`src/rtl/core/segment_line_intersect_core_macros.svh`:
```
`ifndef SEGMENT_LINE_INTERSECT_CORE_MACROS_SVH
`define SEGMENT_LINE_INTERSECT_CORE_MACROS_SVH

// Same-cycle implication check.
`define SLI_ASSERT_NOW(label, clk, rst_n, ante, cons, msg) \
    label: assert property (@(posedge clk) disable iff (!rst_n) (ante) |-> (cons)) \
        else $error(msg);

// Next-cycle implication check.
`define SLI_ASSERT_NEXT(label, clk, rst_n, ante, cons, msg) \
    label: assert property (@(posedge clk) disable iff (!rst_n) (ante) |=> (cons)) \
        else $error(msg);

`endif

```
`src/rtl/core/sli_pkg.sv`:
```
`default_nettype none
package sli_pkg;

    localparam int COORD_W   = 32;
    localparam int DMAG_W    = 66;
    localparam int QUO_W     = 32;
    localparam int DIV_STEPS = 32;
    localparam int IN_W      = 288;
    localparam int OUT_W     = 104;

    typedef enum logic [1:0] {
        HIT_NONE      = 2'd0,
        HIT_POINT     = 2'd1,
        HIT_COLLINEAR = 2'd2
    } kind_t;

    // Per-item sideband that rides along the whole pipeline.
    typedef struct packed {
        logic                       det_zero;
        logic                       det_neg;
        kind_t                      zkind;
        logic [DMAG_W-1:0]          dmag;
        logic signed [COORD_W-1:0]  h;
        logic signed [COORD_W-1:0]  minx;
        logic signed [COORD_W-1:0]  maxx;
        logic signed [COORD_W-1:0]  miny;
        logic signed [COORD_W-1:0]  maxy;
    } side_t;

    // One division lane: partial remainder and numerator/quotient shift word.
    typedef struct packed {
        logic              neg;
        logic              ovf;
        logic [DMAG_W-1:0] rem;
        logic [QUO_W-1:0]  lq;
    } lane_t;

    typedef struct packed {
        kind_t                      kind;
        logic signed [COORD_W-1:0]  x;
        logic signed [COORD_W-1:0]  y;
        logic signed [COORD_W-1:0]  z;
    } res_t;

endpackage
`default_nettype wire

```
`src/rtl/core/sli_div_step.sv`:
```
`default_nettype none
module sli_div_step (
    input  logic           aclk,
    input  logic           aresetn,
    input  logic           en,
    input  logic           in_valid,
    input  sli_pkg::side_t in_side,
    input  sli_pkg::lane_t in_x,
    input  sli_pkg::lane_t in_y,
    output logic           out_valid,
    output sli_pkg::side_t out_side,
    output sli_pkg::lane_t out_x,
    output sli_pkg::lane_t out_y
);
    import sli_pkg::*;

    // one restoring step: shift in the next numerator bit, subtract if it fits
    function automatic lane_t div_bit(lane_t l, logic [DMAG_W-1:0] d);
        logic [DMAG_W:0] t;
        logic [DMAG_W:0] diff;
        lane_t r;
        t    = {l.rem, l.lq[QUO_W-1]};
        diff = t - {1'b0, d};
        r    = l;
        if (t >= {1'b0, d}) begin
            r.rem = diff[DMAG_W-1:0];
            r.lq  = {l.lq[QUO_W-2:0], 1'b1};
        end else begin
            r.rem = t[DMAG_W-1:0];
            r.lq  = {l.lq[QUO_W-2:0], 1'b0};
        end
        return r;
    endfunction

    logic  valid_reg;
    side_t side_reg;
    lane_t x_reg, y_reg;

    always_ff @(posedge aclk) begin
        if (!aresetn) begin
            valid_reg <= 1'b0;
        end else if (en) begin
            valid_reg <= in_valid;
        end
    end

    always_ff @(posedge aclk) begin
        if (en) begin
            side_reg <= in_side;
            x_reg    <= div_bit(in_x, in_side.dmag);
            y_reg    <= div_bit(in_y, in_side.dmag);
        end
    end

    assign out_valid = valid_reg;
    assign out_side  = side_reg;
    assign out_x     = x_reg;
    assign out_y     = y_reg;

endmodule
`default_nettype wire

```
`config.mk`:
```
export PLATFORM = sky130hd
export DESIGN_NAME = sli_div_step
export DESIGN_NICKNAME = d
export VERILOG_FILES = /design/src/rtl/core/segment_line_intersect_core_macros.svh /design/src/rtl/core/sli_pkg.sv /design/src/rtl/core/sli_div_step.sv
export SDC_FILE = /design/constraint.sdc
export NUM_CORES = 1
export LEC_CHECK = 0
export BUFFER_PORTS_ARGS = -buffer_cell sky130_fd_sc_hd__buf_4
export CORE_AREA = 8 8 332 334
export DETAILED_ROUTE_END_ITERATION = 8
export DIE_AREA = 0 0 340 342
export HOLD_SLACK_MARGIN = 0.05
export PLACE_DENSITY_LB_ADDON = 0.25
export SLEW_MARGIN = 0
export SYNTH_ARGS = -nofsm -noshare
export SYNTH_HDL_FRONTEND = slang
export SYNTH_SLANG_ARGS = --single-unit
```
`constraint.sdc`:
```
create_clock -name aclk -period 6.8 [get_ports aclk]
set_clock_uncertainty 0.2 [all_clocks]
set_input_delay 2.04 -clock aclk [delete_from_list [all_inputs] [get_ports aclk]]
set_output_delay 2.04 -clock aclk [all_outputs]
set_load 0.03 [all_outputs]
```
# Word-level counts from Yosys, hierarchy flattened
# Index checks and enable logic that the tools add are counted.
word_totals:
  reg_bits: 431
  inputBits: 434
op_classes:
  magnitude_cmp: 2
  muxes: 2
  n_addsub: 2
op_table:
  columns: ["op", "count"]
  rows:
  - ["98-bit two-way mux", 2]
  - ["67-bit by 66-bit greater-or-equal comparator with 1-bit output", 2]
  - ["66-bit subtractor", 2]

# Logic depth before layout (Yosys ltp)
# Gate-level depths: netlist (run 1).
depth:
  ltp_word: 2
  mapped_depth: 16

# Least setup slack after synthesis (run 1)
# OpenSTA, ideal clock, no wires.
synth_timing:
  path_kind: "input to register"
  startpoint: "input port in_side[197] (netlist name)"
  endpoint: "register y_reg, in the netlist out_y[69] (data pin)"
  setup_time_ps: 262
  slack_ps: 1268
  stages: 14
  t_arrival_ps: 5070
  cell_sequence: "inv_1 > ha_1 > clkbuf_1 > nand4_1 > or4b_4 > nor3_2 > a21oi_1 > o31a_1 > o21ai_4 > a41oi_2 > o31ai_4 > buf_6 > buf_6 > mux2_1"
synth_between:
  elab_chain_len: 2
synth_rtl:
  columns: ["element", "line_no", "source"]
  rows:
  - ["from (decl)", "sli_div_step.sv:7", "input sli_pkg::side_t in_side,"]
  - ["66-bit subtractor or 67-bit by 66-bit greater-or-equal comparator with 1-bit output (tied branches)", "sli_div_step.sv:23, sli_div_step.sv:25", null]
  - ["98-bit two-way mux (*)", "sli_div_step.sv:25", "if (t >= {1'b0, d}) begin"]
  - ["to (signal assigned)", "sli_div_step.sv:51", "y_reg <= div_bit(in_y, in_side.dmag);"]
  - ["to (decl)", "sli_div_step.sv:37", "lane_t x_reg, y_reg;"]
# Every way passes the cells marked *; elsewhere a longest branch is shown, timed or not.
# A chain may end at the register's enable or synchronous reset.

# Worst setup path after layout (run 1)
layout_timing:
  startpoint: "input port in_y[31] (netlist name)"
  endpoint: "register y_reg, in the netlist out_y[86] (data pin)"
layout_between:
  elab_chain_len: 2
layout_rtl:
  columns: ["element", "line_no", "source"]
  rows:
  - ["from (decl)", "sli_div_step.sv:9", "input sli_pkg::lane_t in_y,"]
  - ["66-bit subtractor or 67-bit by 66-bit greater-or-equal comparator with 1-bit output (tied branches)", "sli_div_step.sv:23, sli_div_step.sv:25", null]
  - ["98-bit two-way mux (*)", "sli_div_step.sv:25", null]
# Marks and branches as above.

==> flow_metrics.py, run 1 <==
metrics = {
    "grt": {
        "grt_pass1_wl_um": 153000,
        "track_usage_pct": 18.1,
        "grt_pass1_vias": 19400,
        "grt.overflow.total": 0,
        "antenna_found_initial": 13,
        "grt_max_degree": 97,
    },
    "yosys": {
        "syn_avg_cell_area_um2": 11.7,
        "synth-edff-count": 430,
        "synth-seq-cells": 431,
        "ys_types": 79,
        "netlist_instances": 1935,
        "synthesis.nets": 2503,
        "async_flop_share_pct": 0,
        "synth_ff_type": "edfxtp_1",
        "syn-cell-area_um2": 22700,
        "seq_area_frac_synth_pct": 56.9,
        "yosysWarnings": 0,
    },
    "drt": {
        "dr.pass1.iters": 5,
        "route.vias.total": 19400,
        "drt_wl_total_um": 112000,
        "detail_route.drc_violations": 0,
        "viasPerCell": 4.54,
        "ant_nets": 0,
        "drt_iter0_drc": 1502,
        "wl_per_cell_um": 26.2,
    },
    "final_layout": {
        "multi_input_comb_area_um2": 9000,
        "nNetsFinal": 3394,
        "drive_gt1_share_pct": 36.9,
        "fin_cells": 4267,
        "final_area_um2": 32800,
        "regArea_um2": 12900,
        "fillCellCount": 10800,
        "syn2layout_area_growth_pct": 44.5,
    },
    "placement": {
        "dpl.hpwl_um": 93900,
        "io_buffers": 864,
        "gp_congestion": 0.902,
        "dp.cells": 4161,
        "placed_cell_area_um2": 31000,
    },
    "clock_tree": {
        "cts.repair.resized": 0,
        "cts.path.max_buffers": 3,
        "cts.clk_slew.worst_paths_ns": 0.05,
        "post_cts_buffers": 0,
        "cts_sinks": 431,
        "numCtsBuffers": 54,
        "clock_latency_ns": 0.61,
        "postCtsHoldBufs": 0,
        "ctsRootBufferMaster": "clkbuf_16",
        "cts_tree": "done",
        "cts.htree.levels": 2,
    },
    "sta": {
        "rsz0062_at_grt": "false",
        "final.setup.tns_ns": 0,
        "period_share_pct": 85.7,
        "setup_viol_count_final": 0,
        "finalCriticalPeriod_ns": 5.83,
        "finalHoldViolations": 0,
        "clock.fmax_mhz": 172,
        "worstMarginPinSlew_ns": 0.882,
        "slew_headroom_pct": 41.2,
        "final_max_slew_viol_count": 0,
    },
    "power": {
        "seqPwrFrac_pct": 38.2,
        "p_sw_share_pct": 32.8,
        "switching_power_w": 0.00289,
        "internal_power_w": 0.00592,
        "cellPowerDensity_nw_per_um2": 268,
        "combinationalPowerShare_pct": 28.7,
        "ir_worst_vdd_mv": 0.197,
        "power_frac_clock_pct": 33.2,
        "p_leak_nw": 13.7,
    },
    "floorplanning": {
        "die_w_um": 340,
        "die_y_um": 342,
        "die-area_um2": 116000,
        "rows": 119,
        "start_util_pct": 21.7,
        "coreArea_um2": 105000,
        "io_pins": 865,
    },
    "critical_path": {
        "arrival_ns": 5.99,
        "critPathRequiredTime_ns": 6.96,
        "endpoint_kind": "register",
        "cp_max_fo": 4,
        "worstSetupPathType": "primary input to register",
        "critPathLaunchType": "primary input",
    },
    "hold_path": {
        "hp-class": "register to register",
    },
    "run": {
        "maxCapViolCount": 0,
    },
    "outcome": {
        "status": "completed",
    },
}
[layer usage]
metal	vias to the layer above	global-route usage (%)	share of wire, %
met4	14	4.37	2.4
met3	112	5.32	8.0
li1	9036	-	-
met5	-	0	0.081
met2	798	33.2	52
met1	9425	20.5	38
[state kept, by name, indices dropped and copies added, names as in the netlist]
| register | cells |
|---|---|
| out_side | 230 |
| out_x | 100 |
| out_y | 100 |
| out_valid | 1 |
[synth_stat cells (all sizes together), types with 6 or more instances]
library cell	instances	area (um^2)
inv	114	428
nor2b	15	93.8
or2	6	37.5
nand2b	7	43.8
xnor2	76	666
nor4	7	43.8
a21oi	185	926
a21o	51	383
a31oi	14	87.6
clkbuf	59	221
o31ai	9	81.3
and3	6	37.5
nor2	85	319
nor3	26	135
ha	132	1650
mux2	69	777
or3	9	56.3
o21ai	157	801
a21boi	10	75.1
o211ai	11	82.6
buf	20	144
edfxtp	430	12900
nand4	59	369
nand2	175	659
o21bai	39	293
nand3	20	100
xor2	48	420
o21a	12	90.1
a211oi	12	95.1
[power by group through the flow]
stage	Sequential [W]	Clock [W]	Combinational [W]
global placement	0.00342	0	0.00255
CTS	0.00337	0.00303	0.00256
global route	0.00339	0.00311	0.00269
finish	0.00336	0.00292	0.00253
detailed placement	0.00341	0	0.00254
floorplan	0.00396	0	0.000804
[critical path, cell delays in order]
cell and delay [ns]:
buf_4 0.13, inv_1 0.07, ha_1 0.17, inv_1 0.06
fa_1 0.41, a211oi_1 0.34, o21ai_0 0.25, or3b_2 0.36
a21oi_1 0.14, o311ai_0 0.42, buf_4 0.21, a21o_1 0.16
a41oi_1 0.19, nor2_1 0.39, o21ai_0 0.17, xor2_1 0.18
mux2_1 0.29
[layout by cell type, fill, tap and decap left out, drive strengths merged, types with 39 or more instances in the layout]
master / count
a21o: 51
a21oi: 185
buf: 914
clkbuf: 67
edfxtp: 430
ha: 132
inv: 117
mux2: 69
nand2: 175
nand4: 59
nor2: 85
o21ai: 157
o21bai: 39
xnor2: 76
xor2: 48
[through the flow]
stage	total power (W)	hold WS [ns]	util, %	setup slack [ns]
after floorplan	0.00477	0.440	-	1.27
after global placement	0.00597	0.303	29.7	0.373
after detailed placement	0.00596	0.317	29.7	0.288
after CTS	0.00896	0.330	31.3	0.982
after global routing	0.00918	0.375	31.3	0.738
final	0.00881	0.321	31.3	0.971
[path summary, 6_finish.rpt]
check	startpoint	endpoint	slack (ns)	cells after the start
worst min register to register	out_valid	out_valid	0.32	2
worst max-delay path	in_y[31]	out_y[86]	0.97	17
worst min-delay path	out_valid	out_valid	0.32	2
worst max register to register	out_valid	out_valid	6.01	2
[final cells by class]
class | instances | share of cell area (%)
multi-input cells | 1311 | 27.4
flip-flops and latches | 431 | 39.4
diodes | 5 | 0.0381
inverters | 114 | 1.30
clock buffers | 67 | 4.33
clock inverters | 34 | 1.04
well taps | 1391 | 5.30
repair buffers | 914 | 21.1
[cell families after synthesis]
| logic type | count (synthesis) | share of synthesized area [%] |
|---|---|---|
| fa+ha+maj | 134 | 7.45 |
| flops | 431 | 56.9 |
| compound gates | 544 | 14.6 |
| xor+xnor | 124 | 4.78 |
| mux | 74 | 3.64 |
| buf+inv | 193 | 3.49 |
| simple gates | 435 | 9.09 |
Note: power is estimated with default switching activity, not from simulation.
==> run 2: changes to the inputs <==
--- a/config.mk
+++ b/config.mk
@@ -10,7 +10,7 @@
 export DETAILED_ROUTE_END_ITERATION = 8
 export DIE_AREA = 0 0 340 342
 export HOLD_SLACK_MARGIN = 0.05
-export PLACE_DENSITY_LB_ADDON = 0.25
+export SETUP_SLACK_MARGIN = 0.05
 export SLEW_MARGIN = 0
 export SYNTH_ARGS = -nofsm -noshare
 export SYNTH_HDL_FRONTEND = slang
==> flow_metrics.py, run 2 (same netlist as run 1, synthesis figures left out) <==
metrics = {
    "clock_tree": {
        "cts.path.max_buffers": 3,
        "post_cts_buffers": 0,
        "clock_latency_ns": 0.65,
        "ctsRootBufferMaster": "clkbuf_16",
        "postCtsHoldBufs": 0,
        "cts.clk_slew.worst_paths_ns": 0.06,
        "cts.repair.resized": 0,
        "numCtsBuffers": 54,
        "cts_tree": "done",
        "cts_sinks": 431,
        "cts.htree.levels": 2,
    },
    "drt": {
        "detail_route.drc_violations": 0,
        "viasPerCell": 4.58,
        "drt_wl_total_um": 120000,
        "ant_nets": 0,
        "dr.pass1.iters": 5,
        "route.vias.total": 19500,
        "wl_per_cell_um": 28.2,
        "drt_iter0_drc": 1247,
    },
    "critical_path": {
        "endpoint_kind": "register",
        "crit_chain": "buf_4 -> inv_1 -> ha_1 -> nor2b_1 -> o2111ai_1 -> a21oi_1 -> o21ai_0 -> nand3_1 -> a21oi_1 -> o31a_1 -> o21ai_4 -> a41oi_2 -> o31ai_4 -> buf_12 -> mux2_2",
        "critPathMaxStageDelay_ns": 0.51,
        "crit_top_cell": "a21oi_1",
        "critPathLaunchType": "primary input",
        "critPathRequiredTime_ns": 7.00,
        "slowest_stage": "o21ai_0",
        "worstSetupPathType": "primary input to register",
        "reg2reg_slack_ns": 6.01,
        "arrival_ns": 6.25,
        "crit_buf_inv": 3,
        "path_delay_family": "compound AO/OA/AOI/OAI gates",
        "cp_max_fo": 33,
    },
    "final_layout": {
        "fillCellCount": 10900,
        "drive_gt1_share_pct": 36.3,
        "mostFrequentLayoutCell": "buf_4",
        "largest_reg_flops": 230,
        "syn2layout_area_growth_pct": 44.4,
        "nNetsFinal": 3372,
        "final_cell_mix": "buf_4, edfxtp_1, a21oi_1",
    },
    "placement": {
        "dpl.hpwl_um": 101000,
        "io_buffers": 864,
        "place_ws_ns": -0.0396,
        "gp_congestion": 0.913,
    },
    "grt": {
        "track_usage_pct": 19.3,
        "grt_pass1_vias": 19700,
        "antenna_found_initial": 36,
        "grt_max_degree": 104,
        "grt_pass1_wl_um": 159000,
        "grt.overflow.total": 0,
    },
    "sta": {
        "finalHoldViolations": 0,
        "final.setup.tns_ns": 0,
        "fin_ws_ns": 0.744,
        "setup_viol_count_final": 0,
        "clock.fmax_mhz": 165,
        "worstMarginPinSlew_ns": 0.942,
        "slew_headroom_pct": 37.2,
        "finalCriticalPeriod_ns": 6.06,
        "rsz0062_at_grt": "false",
        "period_share_pct": 89.1,
        "final_max_slew_viol_count": 0,
    },
    "power": {
        "fin_total_pwr_w": 0.00903,
        "ir_worst_vdd_mv": 0.225,
        "p_leak_nw": 13.7,
        "cellPowerDensity_nw_per_um2": 275,
    },
    "floorplanning": {
        "start_util_pct": 21.7,
        "io_pins": 865,
        "die_y_um": 342,
        "rows": 119,
        "die_w_um": 340,
        "coreArea_um2": 105000,
        "die-area_um2": 116000,
    },
    "run": {
        "maxCapViolCount": 0,
    },
    "outcome": {
        "status": "completed",
    },
    "hold_path": {
        "hp-class": "register to register",
    },
}
## run 2: worst reg2reg max path, delay by kind of cell (launching register included)
| family | cells | cell delay, ns |
|---|---|---|
| flip-flops | 1 | 0.31 |
| multiplexers | 1 | 0.12 |
| AND/OR/NAND/NOR | 1 | 0.06 |
## run 2: final timing paths
kind / start / end / cells after the start
max: in_side[161] / out_y[49] / 15
min: out_valid / out_valid / 2
max reg2reg: out_valid / out_valid / 2
min reg2reg: out_valid / out_valid / 2
## run 2: per-stage QoR
step           instances  hold slack [ns]  cell area [um^2]  utilization (%)
2_1_floorplan       1935            0.440             22700                -
3_3_place_gp        4139            0.298             30900             29.5
3_5_place_dp        4139            0.321             30900             29.5
4_1_cts             4237            0.334             32800             31.3
5_1_grt             4237            0.360             32800             31.3
6_report            4246            0.325             32800             31.3
## run 2: layout make-up
type / count / area (um^2) / share of cell area [%]
Sequential cell: 431 / 12900 / 39.4
Multi-Input combinational cell: 1311 / 9000 / 27.4
Timing Repair Buffer: 892 / 6800 / 20.7
Tap cell: 1391 / 1740 / 5.31
Clock buffer: 66 / 1400 / 4.26
Clock inverter: 32 / 478 / 1.46
Inverter: 114 / 428 / 1.30
Antenna cell: 9 / 22.5 / 0.0687
## run 2: metal layers
metal,track usage (%),vias up,wire [um]
met4,5.05,46,3400
met1,20.4,9547,43000
met5,0,-,266
li1,-,9015,-
met2,35.8,704,62400
met3,7.31,151,10500
## run 2: power breakdown
part	switching, W	internal, W	total [W]
Combinational	0.00161	0.000928	0.00254
Clock	0.00126	0.00188	0.00314
Sequential	0.0000840	0.00327	0.00335
Total	0.00295	0.00608	0.00903
