==> config.mk <==
export PLATFORM = sky130hd
export DESIGN_NAME = sli_back
export DESIGN_NICKNAME = d
export VERILOG_FILES = /design/src/rtl/core/segment_line_intersect_core_macros.svh /design/src/rtl/core/sli_pkg.sv /design/src/rtl/core/sli_back.sv
export SDC_FILE = /design/constraint.sdc
export NUM_CORES = 1
export LEC_CHECK = 0
export BUFFER_PORTS_ARGS = -buffer_cell sky130_fd_sc_hd__buf_2
export CORE_AREA = 2 2 225 227
export CTS_CLUSTER_DIAMETER = 150
export DETAILED_ROUTE_END_ITERATION = 8
export DIE_AREA = 0 0 227 229
export GPL_TIMING_DRIVEN = 0
export PLACE_DENSITY = 0.77
export SLEW_MARGIN = 30
export SYNTH_ARGS = -nofsm -noshare
export SYNTH_HDL_FRONTEND = slang
export SYNTH_SLANG_ARGS = --single-unit
==> constraint.sdc <==
create_clock -name aclk -period 3.9 [get_ports aclk]
set_input_delay 0.195 -clock aclk [delete_from_list [all_inputs] [get_ports aclk]]
set_output_delay 0.195 -clock aclk [all_outputs]
set_load 0.02 [all_outputs]
==> src/rtl/core/segment_line_intersect_core_macros.svh <==
`ifndef SEGMENT_LINE_INTERSECT_CORE_MACROS_SVH
`define SEGMENT_LINE_INTERSECT_CORE_MACROS_SVH

// Same-cycle implication check.
`define SLI_ASSERT_NOW(label, clk, rst_n, ante, cons, msg) \
    label: assert property (@(posedge clk) disable iff (!rst_n) (ante) |-> (cons)) \
        else $error(msg);

// Next-cycle implication check.
`define SLI_ASSERT_NEXT(label, clk, rst_n, ante, cons, msg) \
    label: assert property (@(posedge clk) disable iff (!rst_n) (ante) |=> (cons)) \
        else $error(msg);

`endif

==> src/rtl/core/sli_pkg.sv <==
`default_nettype none
package sli_pkg;

    localparam int COORD_W   = 32;
    localparam int DMAG_W    = 66;
    localparam int QUO_W     = 32;
    localparam int DIV_STEPS = 32;
    localparam int IN_W      = 288;
    localparam int OUT_W     = 104;

    typedef enum logic [1:0] {
        HIT_NONE      = 2'd0,
        HIT_POINT     = 2'd1,
        HIT_COLLINEAR = 2'd2
    } kind_t;

    // Per-item sideband that rides along the whole pipeline.
    typedef struct packed {
        logic                       det_zero;
        logic                       det_neg;
        kind_t                      zkind;
        logic [DMAG_W-1:0]          dmag;
        logic signed [COORD_W-1:0]  h;
        logic signed [COORD_W-1:0]  minx;
        logic signed [COORD_W-1:0]  maxx;
        logic signed [COORD_W-1:0]  miny;
        logic signed [COORD_W-1:0]  maxy;
    } side_t;

    // One division lane: partial remainder and numerator/quotient shift word.
    typedef struct packed {
        logic              neg;
        logic              ovf;
        logic [DMAG_W-1:0] rem;
        logic [QUO_W-1:0]  lq;
    } lane_t;

    typedef struct packed {
        kind_t                      kind;
        logic signed [COORD_W-1:0]  x;
        logic signed [COORD_W-1:0]  y;
        logic signed [COORD_W-1:0]  z;
    } res_t;

endpackage
`default_nettype wire

==> src/rtl/core/sli_back.sv <==
`default_nettype none
module sli_back (
    input  logic           aclk,
    input  logic           aresetn,
    input  logic           en,
    input  logic           in_valid,
    input  sli_pkg::side_t in_side,
    input  sli_pkg::lane_t in_x,
    input  sli_pkg::lane_t in_y,
    output logic           out_valid,
    output sli_pkg::res_t  out_res
);
    import sli_pkg::*;

    logic [2:0] vld_reg;

    always_ff @(posedge aclk) begin
        if (!aresetn) begin
            vld_reg <= '0;
        end else if (en) begin
            vld_reg <= {vld_reg[1:0], in_valid};
        end
    end
    assign out_valid = vld_reg[2];

    // round half away from zero on the magnitude
    logic        incx, incy;
    logic [32:0] qx_reg, qy_reg;
    logic        negx1_reg, negy1_reg, ovf1_reg;
    side_t       side1_reg;

    assign incx = ({in_x.rem, 1'b0} >= {1'b0, in_side.dmag});
    assign incy = ({in_y.rem, 1'b0} >= {1'b0, in_side.dmag});

    // apply sign
    logic signed [33:0] vx_reg, vy_reg;
    logic               ovf2_reg;
    side_t              side2_reg;

    // box test and result
    logic  in_box;
    res_t  res_reg, res_next;

    always_comb begin
        in_box = (vx_reg >= $signed({{2{side2_reg.minx[31]}}, side2_reg.minx}))
              && (vx_reg <= $signed({{2{side2_reg.maxx[31]}}, side2_reg.maxx}))
              && (vy_reg >= $signed({{2{side2_reg.miny[31]}}, side2_reg.miny}))
              && (vy_reg <= $signed({{2{side2_reg.maxy[31]}}, side2_reg.maxy}));
        res_next = '0;
        if (side2_reg.det_zero) begin
            res_next.kind = side2_reg.zkind;
        end else if (!ovf2_reg && in_box) begin
            res_next.kind = HIT_POINT;
            res_next.x    = vx_reg[31:0];
            res_next.y    = vy_reg[31:0];
            res_next.z    = side2_reg.h;
        end
    end

    always_ff @(posedge aclk) begin
        if (en) begin
            qx_reg    <= {1'b0, in_x.lq} + {32'd0, incx};
            qy_reg    <= {1'b0, in_y.lq} + {32'd0, incy};
            negx1_reg <= in_x.neg;
            negy1_reg <= in_y.neg;
            ovf1_reg  <= in_x.ovf | in_y.ovf;
            side1_reg <= in_side;

            vx_reg    <= negx1_reg ? -$signed({1'b0, qx_reg}) : $signed({1'b0, qx_reg});
            vy_reg    <= negy1_reg ? -$signed({1'b0, qy_reg}) : $signed({1'b0, qy_reg});
            ovf2_reg  <= ovf1_reg;
            side2_reg <= side1_reg;

            res_reg   <= res_next;
        end
    end

    assign out_res = res_reg;

endmodule
`default_nettype wire

== After elaboration in Yosys (flattened, before gate mapping) ==
Index checks and enable logic that the tools add are counted.
Cells by class
  muxes and demuxes: 4
  magnitude comparators: 6
  reduce and logical (&&, ||, !) cells: 6
  add/subtract/negate cells: 4
  bitwise operators: 2
Operators with widths (count)
  67-bit by 66-bit >= comparator with 1-bit output: 2
  97-bit two-way mux: 1
  34-bit by 32-bit >= comparator with 1-bit output: 2
  34-bit by 32-bit <= comparator with 1-bit output: 2
  33-bit negator with 34-bit output: 2
  32-bit by 1-bit adder with 33-bit output: 2
  33-bit two-way mux: 2
  1-bit logical AND: 4
  2-bit two-way mux: 1
  2-bit OR reduction: 1
  1-bit logical NOT: 1
  1-bit NOT: 1
  1-bit OR: 1
Storage, ports and cells
  register bits: 565
  input bits: 434
  output and inout bits: 99

== Depth between registers and ports, before layout ==
Gate-level depths: netlist of the first run.
  depth in word-level cells: 7
  depth in mapped cells: 16
  gate-level depth less buffers: 16

== Worst setup path before layout of the first run ==
Ideal clock, no wire load.
  kind: input to register
  from: in in_side[178] in the netlist's numbering
  to: reg qy_reg[23] (data pin)
  buffers on the path: 0
  stages: 16
  data arrival time: 2980 ps
  path slack: 662 ps
  library setup time: 258 ps
  path through: inv_1 ha_1 and3_1 nand4_1 or3_1 o31a_1 o21ai_0 nor4_1 o211ai_1 ha_1 nand2_1 nor3_1 nand3b_1 nor2_1 nand4_1 xnor2_1
Between the ends
  cells in the longest elaborated chain, start to end: 2
Ends and longest elaborated chain
  start, declared: line sli_back.sv:7  | input sli_pkg::side_t in_side,
  67-bit by 66-bit >= comparator with 1-bit output: line sli_back.sv:33  | assign incy = ({in_y.rem, 1'b0} >= {1'b0, in_side.dmag});
  32-bit by 1-bit adder with 33-bit output: line sli_back.sv:63  | qy_reg <= {1'b0, in_y.lq} + {32'd0, incy};
  end signal, assigned: line sli_back.sv:63
  end, declared: line sli_back.sv:28  | logic [32:0] qx_reg, qy_reg;
Every way passes these cells.
A chain may end at the register's enable or synchronous reset.

== Final worst setup path of the first run ==
  from: reg vy_reg[12]
  to: reg res_reg, in the netlist out_res[75] (data pin)
Between the ends
  cells in the longest elaborated chain, start to end: 6
Ends and longest elaborated chain
  start, declared: line sli_back.sv:36  | logic signed [33:0] vx_reg, vy_reg;
  start signal, assigned: line sli_back.sv:70  | vy_reg <= negy1_reg ? -$signed({1'b0, qy_reg}) : $signed({1'b0, qy_reg});
  34-bit by 32-bit >= comparator with 1-bit output: line sli_back.sv:47  | && (vy_reg >= $signed({{2{side2_reg.miny[31]}}, side2_reg.miny}))
  1-bit logical AND: line sli_back.sv:47
  1-bit logical AND *: line sli_back.sv:48  | && (vy_reg <= $signed({{2{side2_reg.maxy[31]}}, side2_reg.maxy}));
  1-bit logical AND *: line sli_back.sv:52  | end else if (!ovf2_reg && in_box) begin
  1-bit NOT (no line) *
  2-bit OR reduction (no line) *
  end signal, assigned: line sli_back.sv:74  | res_reg <= res_next;
  end, declared: line sli_back.sv:42  | res_t res_reg, res_next;
Every way passes the cells marked *; elsewhere a longest branch is shown, timed or not.

==> impl_metrics.toml, run 1 <==
[clocking]
clock_latency_ns = 0.60
cts_tree = "built"
cts.sinks = 565
clk_path_buf_depth = 3
clkTransAtPathRegs_ns = 0.07
cts_buffers = 54
htreeDepth = 2
clockRootBuffer = "clkbuf_16"

[global_route]
grt_pass1_vias = 20300
antenna_found_initial = 21
overflow = 0
grt_pass1_wl_mm = 113
track_usage_pct = 29.3
grt_max_degree = 99

[yosys]
yosysMostFrequentCell = "edfxtp_1"
syn_inst = 2032
ys.flop_type = "edfxtp_1"
syn_avg_cell_area_um2 = 13.3
syn_area_um2 = 27100
synth_top_family_by_area = "adder cells"
synth.top_cell.area_share_pct = 62.4
synth_largest_area_cell = "edfxtp_1"
ys_warn_count = 0
synth-seq-cells = 565
synth_area_leaders = "edfxtp_1, ha_1, inv_1"
synth_edf_count = 562
post_synth_and_or_nand_nor_area_fraction_pct = 9.35
yosys-mux-area-fraction_pct = 0.111
synth_xor_area_share_pct = 3.95
ys_types = 66
synth_common_cells = "edfxtp_1, inv_1, ha_1"
synth_compound_area_share_pct = 6.74
synth_nets = 2740
ys_seq_area_share_pct = 62.6
synthAdderAreaFrac_pct = 12.7
synthArstFlopShare_pct = 0

[route]
wl_mm = 76.5
drtAntennaViolNets = 0
wl_met3_mm = 4.90
drt-initial-drc-count = 1477
dr_wl_met2_mm = 40.0
avgRoutedWirePerCell_um = 21.3
viasPerCell = 5.43
drc = 0
wl_met1_mm = 27.4
firstDrtPassIters = 7
vias = 19500
topRoutingLayerUsed = "met5"

[final_layout]
final_cell_count_no_fill = 3589
layout-drive-gt1-share_pct = 22.1
fin_nets = 3568
final_util_pct = 70.2
final_area_um2 = 34900
area_delta_synth_final_pct = 28.8

[sta]
hold_violations = 0
whs_ns = 0.0359
worst_pin_slew_ns = 0.841
period_share_pct = 96.8
finalClockSkew_ns = 0.0243
slew_violations = 0
fmax_mhz = 265
setup-violations-final = 0
timing.slew.headroom_pct = 42.5
setup_slack_ns = 0.123
layout_min_cycle_time_ns = 3.78
rsz0062_at_grt = "no"

[worst_setup_path]
crit_required_ns = 4.22
r2r_end = "out_res[75]$_SDFFCE_PP0P_"
r2r-start = "vy_reg[12]$_DFFE_PP_"
cp.arrival_ns = 4.10
startpoint = "vy_reg[12]$_DFFE_PP_"
crit_fanout = 10
endpoint_kind = "flop"
reg2reg_depth = 10
endpoint = "out_res[75]$_SDFFCE_PP0P_"
rrSetupSlack_ns = 0.12
worstSetupPathType = "flop to flop"
crit_path_start_kind = "flop"

[placement]
place_area_um2 = 30700
dp_hpwl_mm = 57.0
gp_congestion = 1.04
post-place-cells = 3241
io_buffers = 531
preCtsSetupSlack_ns = -0.410

[die]
start_util_pct = 54.5
die_y_um = 229
rows = 82
pin_count = 533
coreArea_um2 = 49700
die_w_um = 227
dieArea_um2 = 52000

[power_and_ir_drop]
p_per_area_nw_per_um2 = 423
ir_drop_v = 0.000370
p_leak_uw = 0.0151

[job]
maxCapViolations = 0

[hold_path]
min_path_type = "input port to flop"

[status]
status = "finished, final reports clean"
[routing by layer]
layer	up-vias	GRT usage, %
li1	9176	-
met1	9339	32.6
met2	772	53.8
met3	197	4.90
met4	12	14.6
met5	-	0
[stage by stage]
step | TNS, ns | total power [uW]
3_5_place_dp | -13.87 | 9430
4_1_cts | 0 | 14700
3_3_place_gp | -2990.50 | 9390
5_1_grt | 0 | 15300
2_1_floorplan | 0 | 8510
6_report | 0 | 14700
[cell type report]
class	count	area (um^2)
Inverter	305	1140
Antenna cell	14	35.0
Clock buffer	71	1440
Tap cell	672	841
Sequential cell	565	16900
Multi-Input combinational cell	1135	8890
Timing Repair Buffer	772	5180
Fill cell	3380	14800
Buffer	27	105
Clock inverter	28	280
[report_power, final]
part | internal [uW] | switching [uW]
Clock | 2930 | 2230
Combinational | 900 | 1180
Sequential | 7230 | 259
[worst min-delay path by stage]
stage	start	to	slack, ns	depth (start not counted)
after floorplan	in_x[99]	negx1_reg$_DFFE_PP_	0.29	0
final	en	side1_reg[17]$_DFFE_PP_	0.04	1
after detailed placement	in_side[125]	side1_reg[125]$_DFFE_PP_	0.37	1
after global routing	in_x[1]	qx_reg[1]$_DFFE_PP_	0.02	2
after CTS	en	vy_reg[12]$_DFFE_PP_	0.005	1
after global placement	in_side[127]	side1_reg[127]$_DFFE_PP_	0.37	1
[layout by cell type, fill, tap and decap left out, types with 19 or more instances in the layout]
| cell | Yosys | final |
|---|---|---|
| buf_2 | 1 | 531 |
| o21ai_0 | 68 | 68 |
| ha_1 | 274 | 274 |
| clkbuf_16 | 0 | 55 |
| nor2_1 | 38 | 38 |
| and3_1 | 20 | 20 |
| dlygate4sd3_1 | 0 | 233 |
| a21o_1 | 45 | 45 |
| nand2_1 | 86 | 86 |
| nand4_1 | 62 | 62 |
| edfxtp_1 | 562 | 562 |
| inv_1 | 305 | 305 |
| clkbuf_1 | 21 | 36 |
| nand3_1 | 47 | 47 |
| xnor2_1 | 106 | 106 |
| o31ai_1 | 19 | 19 |
| nor3_1 | 110 | 110 |
| a21oi_1 | 80 | 80 |
[cells by family after synthesis]
group	after synthesis
xor+xnor	122
flops	565
compound gates	280
fa+ha+maj	274
mux	3
buf+inv	332
simple gates	456
[worst max-delay path, cell delays in order (launching register included)]
cell and delay [ns]:
edfxtp_1 0.49, ha_1 0.39, a41oi_1 0.23, o21ai_0 0.17
a221oi_1 0.56, a31oi_1 0.22, or3_1 0.38, nand4_1 0.16
clkbuf_2 0.34, clkbuf_1 0.43, nor3_1 0.12
[what timing repair did]
| item | CTS | global route |
|---|---|---|
| setup buffers | 2 | 0 |
| hold endpoints to repair | 232 | 0 |
| endpoints found under the setup margin | 97 | 11 |
| pin swaps | 1 | 0 |
| gates resized for setup | 2 | 3 |
| hold buffers | 233 | 0 |
No activity file was read; power rests on OpenSTA's default activity.
==> run 2: changes to the inputs <==
--- a/config.mk
+++ b/config.mk
@@ -6,10 +6,10 @@
 export NUM_CORES = 1
 export LEC_CHECK = 0
 export BUFFER_PORTS_ARGS = -buffer_cell sky130_fd_sc_hd__buf_2
-export CORE_AREA = 2 2 225 227
+export CORE_AREA = 2 2 191 268
 export CTS_CLUSTER_DIAMETER = 150
 export DETAILED_ROUTE_END_ITERATION = 8
-export DIE_AREA = 0 0 227 229
+export DIE_AREA = 0 0 193 270
 export GPL_TIMING_DRIVEN = 0
 export PLACE_DENSITY = 0.77
 export SLEW_MARGIN = 30
==> run 2 against run 1 <==
  * Power rose by 0.68%
  * Sequential share of layout area is 0.27 points lower
  * Final area up 0.55%
  * Non-clock buffer count rose by 15
  * First-iteration DRC count is 12% lower
  * Combinational power is essentially flat
  * Global-route usage fell by 0.93 points
  * Clock skew rose by 0.026 ns
  * Maximum frequency is 0.42% higher
  * Worst setup slack improved by 0.016 ns
==> impl_metrics.toml, run 2 (synthesized netlist as in run 1, its figures left out) <==
[route]
firstDrtPassIters = 5
drtAntennaViolNets = 0
drt-initial-drc-count = 1302
wl_mm = 75.1
drc = 0
viasPerCell = 5.53
avgRoutedWirePerCell_um = 21.0
vias = 19800

[power_and_ir_drop]
p_per_area_nw_per_um2 = 423
finalPower_uw = 14800
p_leak_uw = 0.0152
ir_drop_v = 0.000460

[die]
die_y_um = 270
dieArea_um2 = 52100
die_w_um = 193
pin_count = 533
rows = 97
start_util_pct = 54.4
coreArea_um2 = 49800

[sta]
finalClockSkew_ns = 0.0505
worst_pin_slew_ns = 0.690
layout_min_cycle_time_ns = 3.76
timing.slew.headroom_pct = 53.6
setup-violations-final = 0
setup_slack_ns = 0.139
period_share_pct = 96.4
rsz0062_at_grt = "no"
slew_violations = 0
tns_ns = 0
fmax_mhz = 266
hold_violations = 0

[clocking]
cts_buffers = 53
clockRootBuffer = "clkbuf_16"
cts.sinks = 565
clkTransAtPathRegs_ns = 0.06
clk_path_buf_depth = 3
cts_tree = "built"
htreeDepth = 2
clock_latency_ns = 0.61

[final_layout]
area_delta_synth_final_pct = 29.5
fin_nets = 3582
layout-drive-gt1-share_pct = 22.3
final_cell_mix = "edfxtp_1, buf_2, inv_1"
final_util_pct = 70.4
nFillCells = 3343
final_common_cell = "edfxtp_1"

[global_route]
top_usage_layer = "met2"
met2_usage_pct = 52.9
use_met1_pct = 30.3
grt_pass1_vias = 20700
overflow = 0
antenna_found_initial = 22
grt_max_degree = 89
global_route.usage.met3_pct = 4.92
track_usage_pct = 28.4
grt_pass1_wl_mm = 112

[placement]
dp_hpwl_mm = 53.6
gp_congestion = 1.00
preCtsSetupSlack_ns = -0.637
io_buffers = 531

[worst_setup_path]
worstSetupPathType = "flop to flop"
crit_fanout = 10
crit_required_ns = 4.24
cp.arrival_ns = 4.11
crit_path_start_kind = "flop"
endpoint_kind = "flop"
rrSetupSlack_ns = 0.14

[hold_path]
min_path_type = "input port to flop"

[job]
maxCapViolations = 0

[status]
status = "finished, final reports clean"
==> run 2: metal layers <==
layer / wire length [um] / vias up / part of all wire (%)
met5: 74 / - / 0.099
met4: 3940 / 12 / 5.3
met3: 4840 / 232 / 6.4
met2: 40400 / 918 / 54
met1: 25800 / 9388 / 34
li1: - / 9204 / -
==> run 2: where the power goes <==
group	internal (uW)	total [uW]	switching, uW
logic	916	2080	1170
registers	7230	7480	255
clock network	3000	5260	2260
total	11100	14800	3680
==> run 2: worst max-delay path, stage by stage (launching register included) <==
cell and delay (ns):
edfxtp_1 0.44, ha_1 0.37, a41oi_1 0.21, o21ai_0 0.13
a221oi_1 0.61, a31oi_1 0.23, or3_1 0.39, nand4_1 0.21
clkbuf_2 0.40, clkbuf_1 0.39, nor3_1 0.12
==> run 2: final cells by class <==
type / count / area (um^2) / area share (%)
Tap cell: 643 / 805 / 2.30
Inverter: 305 / 1140 / 3.27
Timing Repair Buffer: 787 / 5350 / 15.3
Sequential cell: 565 / 16900 / 48.3
Buffer: 27 / 105 / 0.300
Multi-Input combinational cell: 1135 / 8910 / 25.4
Clock inverter: 30 / 363 / 1.04
Antenna cell: 17 / 42.5 / 0.121
Clock buffer: 65 / 1390 / 3.97
==> run 2: final timing paths <==
check,startpoint,endpoint,depth (start not counted)
worst min register to register,side1_reg[81]$_DFFE_PP_,side2_reg[81]$_DFFE_PP_,0
worst max register to register,vy_reg[13]$_DFFE_PP_,out_res[77]$_SDFFCE_PP0P_,10
worst min-delay path,in_x[30],qx_reg[30]$_DFFE_PP_,3
worst max-delay path,vy_reg[13]$_DFFE_PP_,out_res[77]$_SDFFCE_PP0P_,10
==> run 2: stage by stage <==
step	instance area, um^2	hold WS, ns	instances
6_report	35000	0.0574	3574
5_1_grt	35000	0.0510	3573
4_1_cts	35000	0.00652	3556
3_5_place_dp	30700	0.373	3213
3_3_place_gp	30500	0.371	3206
2_1_floorplan	27100	0.294	2032
==> run 2: timing repair <==
item	CTS	global route
pin swaps	1	1
hold buffers	246	0
setup buffers	2	1
endpoints found under the hold margin	266	0
setup endpoints to repair	97	66
gates resized for setup	1	9
